<file path="config.mk">
export PLATFORM = sky130hd
export DESIGN_NAME = bfdh_rem
export DESIGN_NICKNAME = d
export VERILOG_FILES = /design/src/rtl/core/bfdh_pkg.sv /design/src/rtl/core/bfdh_rem.sv
export SDC_FILE = /design/constraint.sdc
export NUM_CORES = 1
export LEC_CHECK = 0
export CAP_MARGIN = 0
export CORE_ASPECT_RATIO = 0.5
export CORE_MARGIN = 8
export CORE_UTILIZATION = 60
export DETAILED_ROUTE_END_ITERATION = 7
export DONT_BUFFER_PORTS = 1
export GPL_TIMING_DRIVEN = 0
export PLACE_DENSITY = 0.76
export SLEW_MARGIN = 10
export SYNTH_ARGS = -nofsm -noshare
export SYNTH_HDL_FRONTEND = slang
export SYNTH_SLANG_ARGS = --single-unit
export TNS_END_PERCENT = 20
</file>
<file path="constraint.sdc">
create_clock -name clock -period 6.65 [get_ports clock]
set_clock_uncertainty 0.05 [all_clocks]
set_input_delay 1.995 -clock clock [delete_from_list [all_inputs] [get_ports clock]]
set_output_delay 1.995 -clock clock [all_outputs]
set_load 0.005 [all_outputs]
</file>
<file path="src/rtl/core/bfdh_pkg.sv">
// shared constants and types for the bloom filter double hash unit
package bfdh_pkg;

   // hash words and store rows
   localparam int HASH_WIDTH = 64;
   localparam int ROW_WIDTH  = 64;
   localparam int ROW_SHIFT  = 6;

   // register fields
   localparam int BIT_COUNT_WIDTH  = 17;
   localparam int HASH_COUNT_WIDTH = 6;
   localparam int CSR_DATA_WIDTH   = 17;
   localparam int COUNT_WIDTH      = 32;

   typedef logic [0:0] csr_index_type;

   localparam csr_index_type CSR_BIT_COUNT  = 1'b0;
   localparam csr_index_type CSR_HASH_COUNT = 1'b1;

   localparam logic [BIT_COUNT_WIDTH-1:0]  BIT_COUNT_RESET  = 17'd65536;
   localparam logic [HASH_COUNT_WIDTH-1:0] HASH_COUNT_RESET = 6'd7;

   // operation codes
   localparam logic [1:0] MODE_INSERT = 2'd0;
   localparam logic [1:0] MODE_QUERY  = 2'd1;
   localparam logic [1:0] MODE_CLEAR  = 2'd2;

endpackage

</file>
<file path="src/rtl/core/bfdh_rem.sv">
// bit-serial remainders of two 64-bit hashes and of 2^64-1 by a shared modulus
module bfdh_rem #(
   parameter int MAX_BITS = 65536
) (
   input  logic                                  clock,
   input  logic                                  reset,
   input  logic                                  start,
   input  logic [$clog2(MAX_BITS+1)-1:0]         modulus,
   input  logic [bfdh_pkg::HASH_WIDTH-1:0]       dividend_first,
   input  logic [bfdh_pkg::HASH_WIDTH-1:0]       dividend_second,
   output logic                                  done,
   output logic [$clog2(MAX_BITS)-1:0]           rem_first,
   output logic [$clog2(MAX_BITS)-1:0]           rem_second,
   output logic [$clog2(MAX_BITS)-1:0]           rem_wrap
);

   localparam int MW = $clog2(MAX_BITS);
   localparam int CW = $clog2(MAX_BITS + 1);
   localparam int HW = bfdh_pkg::HASH_WIDTH;
   localparam int NW = $clog2(HW);

   logic          busy_ff, busy_in;
   logic          done_ff, done_in;
   logic [NW-1:0] count_ff, count_in;
   logic [HW-1:0] first_ff, first_in;
   logic [HW-1:0] second_ff, second_in;
   logic [MW-1:0] rem_first_ff, rem_first_in;
   logic [MW-1:0] rem_second_ff, rem_second_in;
   logic [MW-1:0] rem_wrap_ff, rem_wrap_in;
   logic [CW-1:0] modulus_ff, modulus_in;

   // one restoring step: shift in the next dividend bit, subtract if it fits
   function automatic logic [MW-1:0] rem_step(input logic [MW-1:0] rem,
                                              input logic          bit_in,
                                              input logic [CW-1:0] m);
      logic [MW:0] t;
      t = {rem, bit_in};
      if (t >= (MW+1)'(m)) begin
         t = t - (MW+1)'(m);
      end
      return t[MW-1:0];
   endfunction

   always_comb begin
      busy_in       = busy_ff;
      done_in       = 1'b0;
      count_in      = count_ff;
      first_in      = first_ff;
      second_in     = second_ff;
      rem_first_in  = rem_first_ff;
      rem_second_in = rem_second_ff;
      rem_wrap_in   = rem_wrap_ff;
      modulus_in    = modulus_ff;
      if (start) begin
         busy_in       = 1'b1;
         count_in      = '0;
         first_in      = dividend_first;
         second_in     = dividend_second;
         rem_first_in  = '0;
         rem_second_in = '0;
         rem_wrap_in   = '0;
         modulus_in    = modulus;
      end else if (busy_ff) begin
         rem_first_in  = rem_step(rem_first_ff, first_ff[HW-1], modulus_ff);
         rem_second_in = rem_step(rem_second_ff, second_ff[HW-1], modulus_ff);
         // all-ones dividend, so every shifted-in bit is a one
         rem_wrap_in   = rem_step(rem_wrap_ff, 1'b1, modulus_ff);
         first_in      = {first_ff[HW-2:0], 1'b0};
         second_in     = {second_ff[HW-2:0], 1'b0};
         count_in      = count_ff + NW'(1);
         if (count_ff == NW'(HW - 1)) begin
            busy_in = 1'b0;
            done_in = 1'b1;
         end
      end
   end

   always_ff @(posedge clock) begin
      if (reset) begin
         busy_ff  <= 1'b0;
         done_ff  <= 1'b0;
         count_ff <= '0;
      end else begin
         busy_ff  <= busy_in;
         done_ff  <= done_in;
         count_ff <= count_in;
      end
      first_ff      <= first_in;
      second_ff     <= second_in;
      rem_first_ff  <= rem_first_in;
      rem_second_ff <= rem_second_in;
      rem_wrap_ff   <= rem_wrap_in;
      modulus_ff    <= modulus_in;
   end

   assign done       = done_ff;
   assign rem_first  = rem_first_ff;
   assign rem_second = rem_second_ff;
   assign rem_wrap   = rem_wrap_ff;

endmodule

</file>
==> summary.md, run 1 <==
| Metric | Value |
|---|---|
| ANT nets after route | 0 |
| Sequential element share of the synthesized area | between 50% and 60% |
| Warnings, synthesis | 0 |
| Crit. End Element | register |
| RSZ-0062 raised after global routing | no |
| LEAKAGE | between 4 and 5 nW |
| Core area | approximately 17000 µm² |
| Synth Instances | a little under 900 |
| Die W | slightly above 200 µm |
| Number of CTS-inserted buffers | 19 |
| Synth Area in Simple Gates | about 7.5% |
| Tmin final | 3.58 ns |
| Max stage delay on crit path | a little over 0.6 ns |
| EDFF count, synth | about 150 |
| Hold Buf Count CTS | 0 |
| Post-Route Setup TNS | 0 ns |
| Via density | 6.14 |
| Cell Chain, Critical Path | nor2_1 > clkbuf_1 > inv_6 > buf_16 |
| Initial antenna violation count | 8 |
| Maximum vdd drop | between 0.15 and 0.2 mV |
| Port bufs | 0 |
| Largest net degree at the start of global routing | 67 |
| Register bit total from synthesis | 201 |
| Worst Path Required | 6.80 ns |
| Longest Clk Path Bufs | 3 |
| Final worst-path cycle share | a little over half |
| Commonest non-fill, non-tap cell in the layout | edfxtp_1 |
| CP top delay family | buffers and inverters |
| Clk_lat worst skew | 0.49 ns |
| Clock root cell | clkbuf_16 |
| Final Core Density | between 60 and 70% |
| Layout cell share with drive strength beyond 1 | between 10% and 20% |
| PD cells | roughly 260 nW/µm² |
| Clock slew at reported path FFs | 0.07 ns |
| Status | finished, final reports clean |
| Final setup viols | 0 |
| GPL Wtd Cong | just over 0.9 |
| DRC Markers | 0 |
| Drt total wl | around 25000 µm |
| Nets | approximately 1.1k |
| I/O pin cnt | 197 |
| Post-synthesis mux area share | between 15 and 20% |
| Chip Height | 110 µm |
| Vias in the first global route | 7070 |
| Avg WL per Cell | ~22 µm |
| Final Max Tran Viols | 0 |
| MaxCap Viol Count | 0 |
| Synth Area in XOR/XNOR | under 10% |
| Arr. time, crit path | between 3 and 4 ns |
| Highest Clock Rate | about 0.28 GHz |
| Netlist cell types | 62 |
| Syn Nets | about 1.1k |
| Dpl cell area | around 11000 µm² |
| Overflow after GRT | 0 |
| Clock sinks | 201 |
| Setup CP Type | in2reg |
| Ys flop type | edfxtp_1 |
| # Post-CTS Setup Buffers | 0 |
| Iteration-0 DRC Markers | 535 |
| DR pass1 iterations | 6 |
| First-pass GRT wire length | ~38000 µm |
| Slew margin rel. | 49.9% |
| Post-synthesis async set-or-reset flop share | 0% |
| CTS tree | yes |
| Mapped Area | between 10000 and 15000 µm² |
| Worst slew pin tran | between 0.7 and 0.8 ns |
| GRT Total Usage | a little over a fifth |
| Worst hold path type | reg2reg |
| Crit path buf inv count | 3 |
| Post-synth top area cell | edfxtp_1 |
| Finished layout cell area | ~11000 µm² |
| Vias post-DR | just over 7k |
| Startpoint Class | input port |
| Die area | 22300 µm² |
| H-Tree Depth | 1 |
| Crit Path Max Fanout | 66 |
| Synth top area cells | edfxtp_1 (41%), mux2_2 (14%), dfxtp_1 (11%) |
| Worst hold slack | between 0.4 and 0.5 ns |
| Area Overhead vs Synth | 8.53% |
| Post-synth top area share | 41.3% |
| Post-Synth Adder-Cell Area | 6.62% |
| Post-cts resize count | 0 |
| Synth Area in Compound Gates | about 13% |
| CP max stage cell | clkbuf_1 |
| Main combinational cell family by area after synthesis | multiplexers |
| Initial core utilization | about three fifths |
| Hold Fails Final Rpt | 0 |
| # rows | 34 |
| Fillers | 1289 |
| DP HPWL | between 15000 and 20000 µm |
| Commonest cells after routing, fill and taps aside | edfxtp_1 (145), mux2_2 (127), nand2_1 (65) |
| Average size of a mapped cell | ~12 µm² |
-- worst paths after layout --
path | startpoint | to | slack (ns) | depth (start not counted)
hold reg to reg | count_ff[5] | done | 0.46 | 2
setup / recovery | start | second_ff[22] | 3.07 | 4
setup reg to reg | modulus_ff[0] | rem_first[12] | 3.50 | 11
hold / removal | count_ff[5] | done | 0.46 | 2
-- metrics by stage --
stage,instances,power [mW],setup slack (ns)
4_1_cts,1155,2.97,3.13
2_1_floorplan,889,1.85,1.38
3_5_place_dp,1124,1.94,2.63
5_1_grt,1158,3.06,3.01
3_3_place_gp,1123,1.93,0.208
6_report,1160,2.94,3.07
-- registers in the layout (all words and copies together), names as in the netlist --
signal	cells
modulus_ff	17
rem_wrap	16
done	1
rem_second	16
rem_first	16
second_ff	64
first_ff	64
busy_ff	1
count_ff	6
-- layer usage --
| metal | track usage [%] | share of wire [%] | wire (µm) | vias to the layer above |
|---|---|---|---|---|
| met5 | 0 | 0.22 | 56 | - |
| met4 | 6.33 | 2.3 | 575 | 10 |
| met3 | 7.35 | 9.2 | 2310 | 55 |
| met2 | 35.4 | 46 | 11600 | 270 |
| met1 | 27.2 | 42 | 10500 | 3397 |
| li1 | - | - | - | 3385 |
-- kinds of logic (layout without fill, tap and decap cells) --
group | Yosys count | after routing
fa+ha+maj | 54 | 54
other cells | 0 | 5
mux | 147 | 147
flops | 201 | 201
simple gates | 178 | 178
compound gates | 200 | 200
xor+xnor | 36 | 36
buf+inv | 73 | 105
-- worst register-to-register path, cell delays in order (launching register included) --
cell,delay [ns]
edfxtp_1,0.47
ha_1,0.21
inv_1,0.05
fa_1,0.42
a211oi_1,0.41
o21ai_0,0.22
a41oi_1,0.33
o21bai_1,0.18
a21oi_1,0.21
xor2_1,0.16
o21ai_0,0.11
a22o_1,0.22
-- area by class of cell --
cell class / instances / area (µm²) / share of cell area (%)
clock inverters: 9 / 75.1 / 0.656
diodes: 5 / 12.5 / 0.109
well taps: 234 / 293 / 2.56
repair buffers: 1 / 27.5 / 0.240
clock buffers: 22 / 487 / 4.25
flip-flops and latches: 201 / 5480 / 47.8
inverters: 36 / 140 / 1.22
plain buffers: 37 / 156 / 1.37
multi-input cells: 615 / 4780 / 41.8
-- cells in the mapped netlist (all sizes together) (4+ instances only) --
master  instances
nor2b           7
or2             4
o21ai          53
a21o           13
and2            5
a31oi          11
a211o           5
nand3          13
o21a            7
dfxtp          56
o31ai           5
nand4           8
ha             51
buf             7
clkbuf         30
a211oi         19
nor2           57
o211ai          6
mux2          127
nand2          65
nor3            4
edfxtp        145
inv            36
a32oi           6
xnor2          16
mux2i          20
o21bai          5
xor2           20
nand2b          6
a21oi          45
-- report_power, final --
part	leakage, nW	internal (mW)	switching, mW	total, mW
clock	0.271	0.564	0.459	1.02
sequential	1.91	1.47	0.0468	1.52
combinational	2.14	0.181	0.223	0.403
total	4.32	2.22	0.729	2.94
(Power assumes the default switching activity.)
==> run 2: changes to the inputs <==
Settings changed: ABC_AREA set to 1, CORE_UTILIZATION 60 to 58.
Clock period 6.65 ns to 2.94 ns, I/O delays scaled along.
==> run 2 against run 1 <==
Compared with the run above:
- first-iteration DRC count increased by 55%
- critical path depth is 9 higher
- final cell count rose by 56%
- via count rose by 36%
- sequential cell count did not move
- die area grew 11%
- worst setup slack got worse by 2.6 ns
- core utilization decreased by 1.7 points
- clock-buffer cell count up 6
- global-route usage grew 2.7 points
- largest cell class unchanged
- largest power group unchanged
- highest routed layer is now met4
==> summary.md, run 2 <==
| Metric | Value |
|---|---|
| Initial antenna violation count | 0 (-8) |
| Syn Nets | 1708 (+57%) |
| LEAKAGE | 6.20 nW (+44%) |
| I/O pin cnt | 197 (unchanged) |
| Warnings, synthesis | 0 (unchanged) |
| First-pass GRT wire length | 48600 µm (+27%) |
| Area Overhead vs Synth | 9.21% |
| Mapped Area | 11400 µm² (+8.5%) |
| GRT Total Usage | 24.3% (+2.7 points) |
| Clock slew at reported path FFs | 0.06 ns (about the same) |
| MaxCap Viol Count | 0 (unchanged) |
| Final worst-path cycle share | 84.4% |
| Post-synthesis async set-or-reset flop share | 0% (unchanged) |
| Worst Setup Slack, final | 0.459 ns (-2.62 ns) |
| Commonest cells in the netlist | nand2_1 (712), inv_1 (174), edfxtp_1 (145) |
| Synth Instances | 1506 (+69%) |
| Post-Route Setup TNS | 0 ns (unchanged) |
| Slew margin rel. | 33.5% (-16 points) |
| Commonest non-fill, non-tap cell in the layout | nand2_1 |
| PD cells | 538 nW/µm² (+110%) |
| ANT nets after route | 0 (unchanged) |
| Worst slew pin tran | 0.994 ns (+0.242 ns) |
| H-Tree Depth | 1 (unchanged) |
| Met2 usage | 40.0% (+4.6 points) |
| Initial core utilization | 59.0% (-2.0 points) |
| DRC Markers | 0 (unchanged) |
| CP max stage cell | nor2_2 |
| DR pass1 iterations | 5 (-1) |
| FF-to-FF Start | modulus_ff[14] |
| Cell Chain, Critical Path | inv_1 > ha_1 > nand2_1 > nand2_1 > inv_1 > nor2_1 > nor2_1 > nand2_1 > nor2_2 > buf_4 > nand3_1 > nand3_1 > o21ai_0 |
| Synth top area cells | edfxtp_1 (38%), nand2_1 (23%), dfxtp_1 (9.8%) |
| # rows | 36 (+5.9%) |
| Layer with the highest usage | met2 |
| Post-synth top area share | 38.0% (-3.2 points) |
| Post-synthesis mux area share | 0% (-15 points) |
| Vias post-DR | 9649 (+36%) |
| Non-Filler Instances | 1809 (+56%) |
| Reg2reg path depth | 13 (+2) |
| Via density | 5.33 (-13%) |
| # Post-CTS Setup Buffers | 0 (unchanged) |
| Synth Area in Simple Gates | 33.4% (+26 points) |
| Synth Area in XOR/XNOR | 1.61% (-1.4 points) |
| Ys flop type | edfxtp_1 |
| Top-count cell post-synth | nand2_1 |
| Iteration-0 DRC Markers | 831 (+55%) |
| Post-synth top area cell | edfxtp_1 |
| Crit. End Element | register |
| GPL Wtd Cong | 0.935 (+0.91%) |
| CTS tree | yes |
| Crit Path Max Fanout | 10 (-85%) |
| GRT met1 Usage | 31.6% (+4.3 points) |
| Worst hold path type | in2reg |
| RSZ-0062 raised after global routing | no |
| Highest Clock Rate | 0.403 GHz |
| EDFF count, synth | 145 (unchanged) |
| Arr. time, crit path | 2.81 ns (-0.92 ns) |
| Chip Height | 115 µm (+5.1%) |
| Crit. Startpoint | modulus_ff[14] |
| Post-cts resize count | 0 (unchanged) |
| GR Util met3 | 6.85% (-0.50 points) |
| Avg WL per Cell | 16.9 µm (-21%) |
| FF-to-FF setup slack | 0.46 ns (-3.04 ns) |
| Main combinational cell family by area after synthesis | simple AND/OR/NAND/NOR gates |
| Number of CTS-inserted buffers | 20 (+1) |
| Largest net degree at the start of global routing | 78 (+16%) |
| Pre-CTS WS | -0.0352 ns (-2.67 ns) |
| Clk_lat worst skew | 0.53 ns (+0.04 ns) |
| Clock root cell | clkbuf_16 |
| Worst Path Required | 3.27 ns (-3.53 ns) |
| Final Max Tran Viols | 0 (unchanged) |
| Layout cell share with drive strength beyond 1 | 3.69% (-15 points) |
| Sequential element share of the synthesized area | 47.8% (-4.1 points) |
| Hold Fails Final Rpt | 0 (unchanged) |
| Register bit total from synthesis | 201 (unchanged) |
| Netlist cell types | 37 (-40%) |
| Core area | 19400 µm² (+12%) |
| Final setup viols | 0 (unchanged) |
| Clock sinks | 201 (unchanged) |
| Top flop regs | first_ff: 64 flops, second_ff: 64 flops, modulus_ff: 17 flops |
| Placed Cells | 1773 (+58%) |
| Synth Area in Compound Gates | 3.49% (-9.3 points) |
| Fillers | 1695 (+31%) |
| DP HPWL | 23300 µm (+28%) |
| Longest Clk Path Bufs | 3 (unchanged) |
| Die area | 24800 µm² (+11%) |
| Commonest cells after routing, fill and taps aside | nand2_1 (712), inv_1 (174), edfxtp_1 (145) |
| Vias in the first global route | 9178 (+30%) |
| Overflow after GRT | 0 (unchanged) |
| Max stage delay on crit path | 0.42 ns (-0.20 ns) |
| Hold Buf Count CTS | 0 (unchanged) |
| Worst hold slack | 0.398 ns (-0.0649 ns) |
| Most repeated library cell on the critical path | nand2_1 |
| Setup CP Type | reg2reg |
| Status | finished, final reports clean |
| N_diodes | 0 (-5) |
| Tmin final | between 2 and 2.5 ns |
| Startpoint Class | register |
| Drt total wl | 30600 µm (+23%) |
| Final Core Density | 64.4% (-1.7 points) |
| Maximum vdd drop | 0.562 mV (+240%) |
| Post-Synth Adder-Cell Area | 6.10% (-0.52 points) |
| Crit path capture | rem_first[4] |
| Port bufs | 0 (unchanged) |
| Die W | 215 µm (+5.5%) |
| Nets | 1731 (+56%) |
| Average size of a mapped cell | 7.60 µm² (-36%) |
| R2R Path End | rem_first[4] |
==> run 2: cell types whose count changed after synthesis, sizes merged, moves of 15 or more <==
cell	delta
nand2	+655
inv	+139
mux2	-127
nand3	+93
mux2i	-20
a211oi	-19
a21oi	-16
xor2	-16
o21ai	-15
==> run 2: worst min path at each step <==
stage | from | endpoint | slack, ns | depth (start not counted)
after floorplan | count_ff[2] | count_ff[2] | 0.39 | 1
after global placement | count_ff[2] | count_ff[2] | 0.42 | 1
after detailed placement | count_ff[2] | count_ff[2] | 0.42 | 1
after CTS | modulus[2] | modulus_ff[2] | 0.39 | 0
after global routing | modulus[2] | modulus_ff[2] | 0.38 | 0
final | modulus[16] | modulus_ff[16] | 0.40 | 0
==> run 2: report_power, final <==
group | switching [mW] | internal (mW)
logic | 0.489 | 0.218
registers | 0.0683 | 3.29
clock network | 1.13 | 1.53
total | 1.68 | 5.04
==> run 2: cells by family after synthesis <==
group / count (synthesis)
and+or+nand+nor: 936
buffers and inverters: 220
DFF: 201
AOI/OAI and AO/OA: 74
adders and majority gates: 54
xor gates and xnor gates: 21
==> run 2: cell type report <==
class                      instances  area (µm²)  area share (%)
clock buffer                      28         561            4.48
inverter                         175         657            5.25
tap                              266         333            2.66
buffer                            45         219            1.75
clock inverter                     8         124           0.991
timing repair buffer               1        27.5           0.220
multi-input combinational       1085        5110            40.8
sequential                       201        5480            43.8
==> run 2: metal layers <==
layer,vias up,part of all wire (%)
met5,-,0
met4,0,2.5
met3,62,9.1
met2,314,45
li1,4846,-
met1,4427,43
==> run 2: per-stage QoR <==
step	cell area [µm²]	power (mW)
floorplan	11500	3.92
global placement	11800	4.09
detailed placement	11800	4.12
CTS	12500	6.77
global route	12500	7.01
finish	12500	6.73
==> run 2: worst max-delay path: cells and delay by family (launching register included) <==
kind                       cells  cell delay [ns]
and+or+nand+nor                8             0.91
buffers and inverters          3             0.56
adders and majority gates      1             0.34
DFF                            1             0.38
AOI/OAI and AO/OA              1             0.09
